## src/hdl/tto_pkg.sv

```systemverilog
// Package: shared types and constants of the tangent orthonormalizer.
`timescale 1ns / 1ps
package tto_pkg;

  localparam int COORD_WIDTH_DEF = 16;
  localparam int NORM_W  = 16;
  localparam int VEC_W   = 64;   // working width of vectors to normalize
  localparam int MAG_W   = 25;   // normalized magnitude range, below 2^24
  localparam int SQ_W    = 52;   // sum of three squares of 25-bit values
  localparam int LEN_W   = 26;   // integer square root of SQ_W bits
  localparam int QUO_W   = 15;   // quotient, at most 16384
  localparam int SH_W    = 6;

  typedef enum logic [3:0] {
    ST_IDLE,
    ST_RAW,
    ST_NORM_N,
    ST_NORM_T,
    ST_DOT,
    ST_GS,
    ST_NORM_W,
    ST_OUT
  } tto_state_t;

  // Normalizer sequencer states.
  typedef enum logic [2:0] {
    N_IDLE, N_MAX, N_SCALE, N_SQ, N_ROOT, N_DIV, N_DONE
  } tto_norm_state_t;

  // Normalizer operand select.
  typedef enum logic [1:0] {
    SRC_NORMAL,
    SRC_RAW,
    SRC_GS
  } tto_src_t;

  typedef struct packed {
    logic     capture;    // take an accepted vertex
    logic     calc_raw;   // form raw tangent from held data
    logic     norm_start;
    tto_src_t norm_src;
    logic     save_n;
    logic     save_t;
    logic     calc_dot;
    logic     calc_gs;
    logic     save_f;
    logic     clear_bad;
  } tto_cmd_t;

  typedef struct packed {
    logic norm_done;
    logic norm_ok;
  } tto_sts_t;

endpackage

```

## src/hdl/tto_ctrl.sv

```systemverilog
// Controller: vertex phase, triangle sequencing and output handshake.
`timescale 1ns / 1ps
module tto_ctrl import tto_pkg::*; (
  input  logic       clk,
  input  logic       rst_n,
  input  logic       in_valid,
  output logic       in_stall,
  output logic       out_valid,
  input  logic       out_stall,
  input  tto_sts_t   sts,
  output tto_cmd_t   cmd,
  output logic [1:0] phase
);

  tto_state_t state_r, state_nxt;
  logic [1:0] phase_r, phase_nxt;
  logic [1:0] cnt_r, cnt_nxt;
  logic       acc;

  assign in_stall = (state_r != ST_IDLE);
  assign acc      = in_valid && !in_stall;
  assign phase    = phase_r;

  always_comb begin
    state_nxt = state_r;
    phase_nxt = phase_r;
    cnt_nxt   = cnt_r;
    unique case (state_r)
      ST_IDLE: if (acc) begin
        if (phase_r == 2'd2) begin
          phase_nxt = 2'd0;
          state_nxt = ST_RAW;
          cnt_nxt   = '0;
        end else begin
          phase_nxt = phase_r + 2'd1;
        end
      end
      ST_RAW: begin
        cnt_nxt = cnt_r + 2'd1;
        if (cnt_r == 2'd2) begin
          state_nxt = ST_NORM_N;
          cnt_nxt   = '0;
        end
      end
      ST_NORM_N: if (sts.norm_done) state_nxt = ST_NORM_T;
      ST_NORM_T: if (sts.norm_done) state_nxt = ST_DOT;
      ST_DOT: begin
        cnt_nxt = cnt_r + 2'd1;
        if (cnt_r == 2'd2) begin
          state_nxt = ST_GS;
          cnt_nxt   = '0;
        end
      end
      ST_GS: begin
        cnt_nxt = cnt_r + 2'd1;
        if (cnt_r == 2'd3) begin
          state_nxt = ST_NORM_W;
          cnt_nxt   = '0;
        end
      end
      ST_NORM_W: if (sts.norm_done) state_nxt = ST_OUT;
      ST_OUT:    if (!out_stall) state_nxt = ST_IDLE;
      default:   state_nxt = ST_IDLE;
    endcase
  end

  always_comb begin
    cmd = '0;
    cmd.norm_src = SRC_NORMAL;
    unique case (state_r)
      ST_IDLE: begin
        cmd.capture   = acc;
        cmd.clear_bad = acc && (phase_r == 2'd2);
      end
      ST_RAW: begin
        cmd.calc_raw   = 1'b1;
        cmd.norm_start = (cnt_r == 2'd2);
      end
      ST_NORM_N: begin
        // normal is already captured; the restart takes the raw tangent
        cmd.norm_src   = SRC_RAW;
        cmd.save_n     = sts.norm_done;
        cmd.norm_start = sts.norm_done;
      end
      ST_NORM_T: begin
        cmd.norm_src = SRC_RAW;
        cmd.save_t   = sts.norm_done;
      end
      ST_DOT:    cmd.calc_dot = 1'b1;
      ST_GS: begin
        // update the three components, then start once the last component is stored
        cmd.calc_gs    = (cnt_r != 2'd3);
        cmd.norm_start = (cnt_r == 2'd3);
        cmd.norm_src   = SRC_GS;
      end
      ST_NORM_W: begin
        cmd.norm_src = SRC_GS;
        cmd.save_f   = sts.norm_done;
      end
      ST_OUT:  ;
      default: ;
    endcase
  end

  always_ff @(posedge clk) begin
    if (!rst_n) begin
      state_r <= ST_IDLE;
      phase_r <= '0;
      cnt_r   <= '0;
    end else begin
      state_r <= state_nxt;
      phase_r <= phase_nxt;
      cnt_r   <= cnt_nxt;
    end
  end

  assign out_valid = (state_r == ST_OUT);

endmodule

```

## config.mk

```make
export PLATFORM = sky130hd
export DESIGN_NAME = tto_ctrl
export DESIGN_NICKNAME = d
export VERILOG_FILES = /design/src/hdl/tto_pkg.sv /design/src/hdl/tto_ctrl.sv
export SDC_FILE = /design/constraint.sdc
export NUM_CORES = 1
export LEC_CHECK = 0
export ABC_AREA = 1
export BUFFER_PORTS_ARGS = -buffer_cell sky130_fd_sc_hd__buf_2
export CORE_MARGIN = 3
export CORE_UTILIZATION = 40
export CTS_CLUSTER_DIAMETER = 40
export CTS_CLUSTER_SIZE = 25
export DETAILED_ROUTE_END_ITERATION = 10
export PLACE_DENSITY = 0.75
export SETUP_SLACK_MARGIN = 0.4
export SLEW_MARGIN = 20
export SYNTH_ARGS = -nofsm -noshare
export SYNTH_HDL_FRONTEND = slang
export SYNTH_SLANG_ARGS = --single-unit
```

## constraint.sdc

```tcl
create_clock -name clk -period 3.4 [get_ports clk]
set_clock_uncertainty 0.2 [all_clocks]
set_input_delay 0 -clock clk [delete_from_list [all_inputs] [get_ports clk]]
set_output_delay 0 -clock clk [all_outputs]
set_load 0.02 [all_outputs]
```

==> results of run 1 <==
kinds of logic after synthesis:
logic type	share of synthesized area (%)
fa+ha+maj	13.68
simple gates	43.42
flops	19.14
buf+inv	14.53
compound gates	9.230
layer usage:
layer / vias up / wire (µm) / global-route usage (%)
met2: 19 / 569 / 18.55
met3: 5 / 70 / 2.752
met1: 287 / 691 / 15.77
met4: 0 / 48 / 9.953
li1: 382 / - / -
met5: - / 0 / 0
cells in the mapped netlist, drive strengths merged:
cell / n / area share [%]
buf: 1 / 1.5
nor3: 1 / 0.68
nand3: 3 / 2.1
a21oi: 5 / 3.9
nand2: 38 / 28
o21ai: 3 / 2.1
nor2: 18 / 13
o221ai: 1 / 1.2
ha: 8 / 14
inv: 24 / 13
a211oi: 2 / 2.1
dfxtp: 7 / 19
stage by stage:
stage	setup slack [ps]	power (W)	util (%)	instance area (µm²)
2_1_floorplan	1781	0.0006972	-	732.0
3_3_place_gp	1743	0.0008034	52.48	845.8
3_5_place_dp	1726	0.0008158	52.48	845.8
4_1_cts	1665	0.0008964	55.36	892.1
5_1_grt	1527	0.0009810	55.36	892.1
6_report	1694	0.0008842	55.36	892.1
worst min-delay path, stage by stage:
cell and delay (ps):
buf_2 90, a21oi_1 40, nor2_1 90, nand2_1 80
nor2_1 90, nor2_1 50
registers in the layout, summed over array words and instances (netlist names):
register	flops
phase	2
cnt_r	2
state_r	3
power by group:
group / switching [W] / total, W / internal [W]
Sequential: 0.0000497 / 0.000164 / 0.000114
Combinational: 0.000420 / 0.000646 / 0.000226
Clock: 0.0000297 / 0.0000745 / 0.0000447
layout make-up:
cell class | instances | share of cell area (%)
Multi-Input combinational cell | 79 | 54.42
Sequential cell | 7 | 15.71
Timing Repair Buffer | 21 | 12.90
Inverter | 24 | 10.66
Tap cell | 24 | 3.366
Clock buffer | 4 | 2.945
repair_timing:
item,4_1_cts,5_1_grt
endpoints found under the hold margin,7,0
setup buffers,0,0
hold buffers,2,0
endpoints found under the setup margin,0,0
worst max path at each step:
stage | slack, ps | from | end | cells past startpoint
finish | 1690 | state_r[0] | cmd[0] | 7
global route | 1530 | state_r[0] | cmd[0] | 7
CTS | 1660 | state_r[0] | cmd[0] | 7
detailed placement | 1730 | state_r[1] | state_r[2] | 10
global placement | 1740 | state_r[1] | state_r[2] | 10
floorplan | 1780 | state_r[0] | cmd[8] | 6
==> impl_metrics.prom, run 1 <==
# TYPE chip_impl_metric gauge
chip_impl_metric{name="max-clock-path-buffers",unit=""} 2
chip_impl_metric{name="synth_fp_nets",unit=""} 125
chip_impl_metric{name="clk_pin_slew",unit="ps"} 50
chip_impl_metric{name="floorplan.rows",unit=""} 14
chip_impl_metric{name="pin_count",unit=""} 21
chip_impl_info{name="worstHoldEndpoint",value="state_r[0]"} 1
chip_impl_metric{name="totalWireLength",unit="µm"} 1380
chip_impl_metric{name="route.detailed.drc",unit=""} 0
chip_impl_metric{name="worst_slew_margin_rel",unit="%"} 61.66
chip_impl_info{name="layout_commonest_cell",value="nand2_1"} 1
chip_impl_metric{name="final_ant_viol_nets",unit=""} 0
chip_impl_info{name="cts_root_buf",value="clkbuf_4"} 1
chip_impl_metric{name="yosys_warnings",unit=""} 0
chip_impl_info{name="min-delay-start",value="sts[1]"} 1
chip_impl_metric{name="gate_count_after_technology_mapping",unit=""} 111
chip_impl_metric{name="grt_antenna_before_repair",unit=""} 0
chip_impl_metric{name="whs_path_depth",unit=""} 6
chip_impl_info{name="layout_common_cells",value="nand2_1, inv_1, buf_2"} 1
chip_impl_metric{name="wire_length_of_the_first_global_routing_pass",unit="µm"} 2332
chip_impl_metric{name="post_cts_resize_count",unit=""} 0
chip_impl_metric{name="synth_cell_types",unit=""} 20
chip_impl_info{name="critical_path.cell_chain",value="inv_1, ha_1, inv_2, nor2_4, nand2_2, nor2_1, buf_2"} 1
chip_impl_metric{name="cts_inserted_buffers",unit=""} 3
chip_impl_metric{name="number_of_slew_limit_violations_in_the_final_report",unit=""} 0
chip_impl_metric{name="globalRouteOverflowTotal",unit=""} 0
chip_impl_metric{name="tightestPinTransition",unit="ps"} 574.3
chip_impl_metric{name="die_area",unit="µm²"} 2379
chip_impl_metric{name="post_synth.cell_area_avg",unit="µm²"} 6.594
chip_impl_metric{name="largest_driver_fanout_on_the_critical_path",unit=""} 6
chip_impl_metric{name="cts_htree_levels",unit=""} 1
chip_impl_info{name="unrepaired_setup_endpoints_after_global_routing",value="no"} 1
chip_impl_metric{name="num_clock_sinks",unit=""} 7
chip_impl_metric{name="fillCellCount",unit=""} 178
chip_impl_metric{name="num_antenna_cells",unit=""} 0
chip_impl_metric{name="area_of_combinational_cells_with_multiple_inputs",unit="µm²"} 485.5
chip_impl_metric{name="drive_gt1_share",unit="%"} 33.33
chip_impl_metric{name="worst_hold_slack",unit="ps"} 27.20
chip_impl_metric{name="synth_sequential_area_ratio",unit="%"} 19.15
chip_impl_metric{name="first_iter_violations",unit=""} 5
chip_impl_metric{name="design.final.nets",unit=""} 150
chip_impl_metric{name="syn_area",unit="µm²"} 732.0
chip_impl_metric{name="min_period_over_period",unit="%"} 50.19
chip_impl_metric{name="core_area",unit="µm²"} 1612
chip_impl_info{name="critical-path-slowest-cell",value="dfxtp_1"} 1
chip_impl_metric{name="dp_cells",unit=""} 153
chip_impl_metric{name="period_minus_slack",unit="ps"} 1706
chip_impl_info{name="crit-reg2reg-capture",value="state_r[2]"} 1
chip_impl_metric{name="yosys_register_bits",unit=""} 7
chip_impl_info{name="cts_tree",value="yes"} 1
chip_impl_metric{name="max_freq",unit="GHz"} 0.5860
chip_impl_metric{name="max-cap-violations",unit=""} 0
chip_impl_metric{name="power_density",unit="nW/µm²"} 991.1
chip_impl_metric{name="per_cell_via_count_in_the_routed_design",unit=""} 4.358
chip_impl_metric{name="port-buffer-count",unit=""} 19
chip_impl_metric{name="crit_arrival",unit="ps"} 1510
chip_impl_metric{name="die-width",unit="µm"} 48.78
chip_impl_metric{name="timing.final.setup_violations",unit=""} 0
chip_impl_metric{name="rr_worst_depth",unit=""} 10
chip_impl_info{name="worst_setup_path_start_kind",value="flop"} 1
chip_impl_info{name="worstReg2RegStart",value="state_r[1]"} 1
chip_impl_info{name="hp-class",value="input port to flop"} 1
chip_impl_metric{name="drt_pre_antenna_iters",unit=""} 4
chip_impl_metric{name="route.detailed.wl_per_inst",unit="µm"} 8.679
chip_impl_metric{name="worst_ep_required_time",unit="ps"} 3200
chip_impl_metric{name="grt_pass1_vias",unit=""} 594
chip_impl_metric{name="initial_core_util",unit="%"} 45.42
chip_impl_metric{name="gr_util_all_layers",unit="%"} 12.62
chip_impl_metric{name="half_perimeter_wire_length_after_placement",unit="µm"} 1175
chip_impl_info{name="path_delay_family",value="buffers and inverters"} 1
chip_impl_metric{name="area.growth.synth_to_final",unit="%"} 21.88
chip_impl_info{name="end_kind",value="primary output"} 1
chip_impl_metric{name="ir_worst_vdd",unit="mV"} 0.7077
chip_impl_metric{name="worst_path_largest_cell_delay",unit="ps"} 320
chip_impl_metric{name="place.gp.congestion",unit=""} 0.7536
chip_impl_metric{name="total_count_of_hold_check_failures_in_the_final_report",unit=""} 0
chip_impl_metric{name="die_outline_height",unit="µm"} 48.78
chip_impl_info{name="critPathKind",value="flop to primary output"} 1
chip_impl_metric{name="regArea",unit="µm²"} 140.1
chip_impl_metric{name="layout.cells.non_filler",unit=""} 159
chip_impl_metric{name="vias",unit=""} 693
chip_impl_metric{name="timing.setup.tns",unit="ps"} 0
chip_impl_metric{name="power_leakage",unit="nW"} 0.5302
chip_impl_metric{name="path_buf_inv",unit=""} 3
chip_impl_metric{name="grt_start_max_net_pins",unit=""} 11
chip_impl_metric{name="r2r_slack",unit="ps"} 1720
chip_impl_metric{name="clk_latency_worst_skew_pair",unit="ps"} 250
chip_impl_info{name="run_status",value="finished, final reports clean"} 1
No activity file was read; power rests on OpenSTA's default activity.
==> run 2: changes to the inputs <==
clock period = 1.67 ns   (was 3.4 ns; I/O delays follow)
==> impl_metrics.prom, run 2 (synthesis results as in run 1) <==
# TYPE chip_impl_metric gauge
chip_impl_info{name="worstHoldEndpoint",value="state_r[0]"} 1
chip_impl_metric{name="timing.final.setup_violations",unit=""} 0
chip_impl_metric{name="port-buffer-count",unit=""} 19
chip_impl_metric{name="power_leakage",unit="nW"} 0.6052
chip_impl_metric{name="area_after_dpl",unit="µm²"} 909.6
chip_impl_info{name="run_status",value="finished, final reports clean"} 1
chip_impl_info{name="crit-reg2reg-capture",value="state_r[2]"} 1
chip_impl_metric{name="wire_length_of_the_first_global_routing_pass",unit="µm"} 3063
chip_impl_metric{name="routed-wl-met3",unit="µm"} 47
chip_impl_metric{name="core_area",unit="µm²"} 1612
chip_impl_metric{name="final_cell_area_excluding_filler_cells",unit="µm²"} 1190
chip_impl_metric{name="timing.setup.tns",unit="ps"} 0
chip_impl_metric{name="place.gp.congestion",unit=""} 0.7882
chip_impl_metric{name="worst_slew_margin_rel",unit="%"} 85.43
chip_impl_metric{name="num_antenna_cells",unit=""} 0
chip_impl_metric{name="crit_arrival",unit="ps"} 1360
chip_impl_metric{name="initial_core_util",unit="%"} 45.42
chip_impl_metric{name="fillCellCount",unit=""} 127
chip_impl_metric{name="die_outline_height",unit="µm"} 48.78
chip_impl_info{name="layout_common_cells",value="nand2_1, inv_1, buf_6"} 1
chip_impl_info{name="cp-startpoint",value="state_r[0]"} 1
chip_impl_metric{name="drt_pre_antenna_iters",unit=""} 3
chip_impl_metric{name="largest_driver_fanout_on_the_critical_path",unit=""} 4
chip_impl_metric{name="routedLengthMet1",unit="µm"} 793
chip_impl_info{name="worst_setup_path_start_kind",value="flop"} 1
chip_impl_metric{name="pin_count",unit=""} 21
chip_impl_info{name="unrepaired_setup_endpoints_after_global_routing",value="yes"} 1
chip_impl_metric{name="route.detailed.wl_per_inst",unit="µm"} 11.18
chip_impl_metric{name="grt_antenna_before_repair",unit=""} 0
chip_impl_info{name="cts_root_buf",value="clkbuf_4"} 1
chip_impl_metric{name="gr_util_all_layers",unit="%"} 16.33
chip_impl_metric{name="drive_gt1_share",unit="%"} 58.62
chip_impl_metric{name="cts_htree_levels",unit=""} 1
chip_impl_metric{name="clk_latency_worst_skew_pair",unit="ps"} 250
chip_impl_metric{name="vias",unit=""} 777
chip_impl_metric{name="ir_worst_vdd",unit="mV"} 1.308
chip_impl_metric{name="layout_setup_ws",unit="ps"} 107.4
chip_impl_metric{name="clk_pin_slew",unit="ps"} 60
chip_impl_metric{name="post-place-ws",unit="ps"} 127.6
chip_impl_info{name="end_kind",value="primary output"} 1
chip_impl_metric{name="tightestPinTransition",unit="ps"} 217.7
chip_impl_metric{name="number_of_flip_flops_under_the_largest_register_name",unit=""} 3
chip_impl_info{name="layout_commonest_cell",value="nand2_1"} 1
chip_impl_metric{name="num_clock_sinks",unit=""} 7
chip_impl_metric{name="die-width",unit="µm"} 48.78
chip_impl_metric{name="worst_ep_required_time",unit="ps"} 1470
chip_impl_metric{name="area.growth.synth_to_final",unit="%"} 62.56
chip_impl_metric{name="total_count_of_hold_check_failures_in_the_final_report",unit=""} 0
chip_impl_metric{name="number_of_slew_limit_violations_in_the_final_report",unit=""} 0
chip_impl_metric{name="max-cap-violations",unit=""} 0
chip_impl_metric{name="max_freq",unit="GHz"} 0.6400
chip_impl_info{name="critPathKind",value="flop to primary output"} 1
chip_impl_metric{name="rr_worst_depth",unit=""} 10
chip_impl_metric{name="min_period_over_period",unit="%"} 93.57
chip_impl_info{name="worstReg2RegStart",value="state_r[0]"} 1
chip_impl_metric{name="period_minus_slack",unit="ps"} 1563
chip_impl_metric{name="cts_inserted_buffers",unit=""} 3
chip_impl_info{name="route.top_layer_used",value="met3"} 1
chip_impl_metric{name="r2r_slack",unit="ps"} 110
chip_impl_info{name="hp-class",value="input port to flop"} 1
chip_impl_info{name="cts_tree",value="yes"} 1
chip_impl_metric{name="totalWireLength",unit="µm"} 1890
chip_impl_metric{name="worst_hold_slack",unit="ps"} 48.58
chip_impl_metric{name="half_perimeter_wire_length_after_placement",unit="µm"} 1247
chip_impl_metric{name="max-clock-path-buffers",unit=""} 2
chip_impl_info{name="min-delay-start",value="sts[1]"} 1
chip_impl_metric{name="globalRouteOverflowTotal",unit=""} 0
chip_impl_metric{name="whs_path_depth",unit=""} 6
chip_impl_metric{name="route.detailed.drc",unit=""} 0
chip_impl_metric{name="per_cell_via_count_in_the_routed_design",unit=""} 4.598
chip_impl_metric{name="met2_wirelength",unit="µm"} 1049
chip_impl_metric{name="grt_pass1_vias",unit=""} 755
chip_impl_metric{name="die_area",unit="µm²"} 2379
chip_impl_metric{name="grt_start_max_net_pins",unit=""} 11
chip_impl_info{name="register_containing_the_most_flip_flops_in_the_final_layout",value="state_r"} 1
chip_impl_metric{name="first_iter_violations",unit=""} 20
chip_impl_metric{name="design.final.nets",unit=""} 160
chip_impl_metric{name="power_density",unit="nW/µm²"} 2154
chip_impl_metric{name="final_ant_viol_nets",unit=""} 0
chip_impl_metric{name="floorplan.rows",unit=""} 14
==> run 2: cell count changes in the layout (fill, tap and decap cells not counted), moves of 5 or more <==
cell / previous run / this run
buf_2: 19 / 8
inv_1: 19 / 12
ha_1: 8 / 3
buf_4: 0 / 9
buf_6: 0 / 12
inv_4: 0 / 5
==> run 2: worst max path at each step <==
stage	endpoint	slack (ps)
2_1_floorplan	state_r[1]	230
3_3_place_gp	state_r[0]	150
3_5_place_dp	state_r[1]	130
4_1_cts	cmd[0]	100
5_1_grt	state_r[0]	20
6_report	cmd[0]	110
==> run 2: area by class of cell <==
cell class              instances  area [µm²]  share of cell area, %
inverters                      24       107.6                  9.043
repair buffers                 31       262.8                  22.08
multi-input cells              79       613.1                  51.52
well taps                      24       30.03                  2.524
clock buffers                   3       22.52                  1.893
clock inverters                 1       5.005                 0.4206
flip-flops and latches          7       148.9                  12.51
==> run 2: metrics by stage <==
stage	power (W)	utilization, %	instances
6_report	0.002563	73.84	169
5_1_grt	0.002795	73.84	169
4_1_cts	0.002374	68.56	167
3_5_place_dp	0.001842	56.44	154
3_3_place_gp	0.001805	56.44	154
2_1_floorplan	0.001565	-	111
==> run 2: repair_timing <==
item | in CTS | in global routing
endpoints found under the setup margin | 20 | 20
setup buffers | 8 | 1
pin swaps | 6 | 8
hold endpoints to repair | 7 | 2
hold buffers | 1 | 1
gates resized for setup | 34 | 18
==> run 2: worst max-delay path, cell delays in order, from the launching register on <==
cell     delay [ps]
dfxtp_4         360
inv_4            80
ha_4            170
inv_4            50
nor2_4          150
nand2_4          80
nor2_2           80
buf_4           140
==> run 2: where the power goes <==
group	total [W]	internal, W	switching [W]
Clock	0.000154	0.0000876	0.0000659
Combinational	0.00209	0.000896	0.00119
Sequential	0.000323	0.000249	0.0000742
==> run 2: layer usage <==
metal | global-route usage (%) | vias to the layer above
met5 | 0 | -
met2 | 29.41 | 11
met3 | 5.505 | 0
met4 | 2.844 | 0
li1 | - | 401
met1 | 18.70 | 365
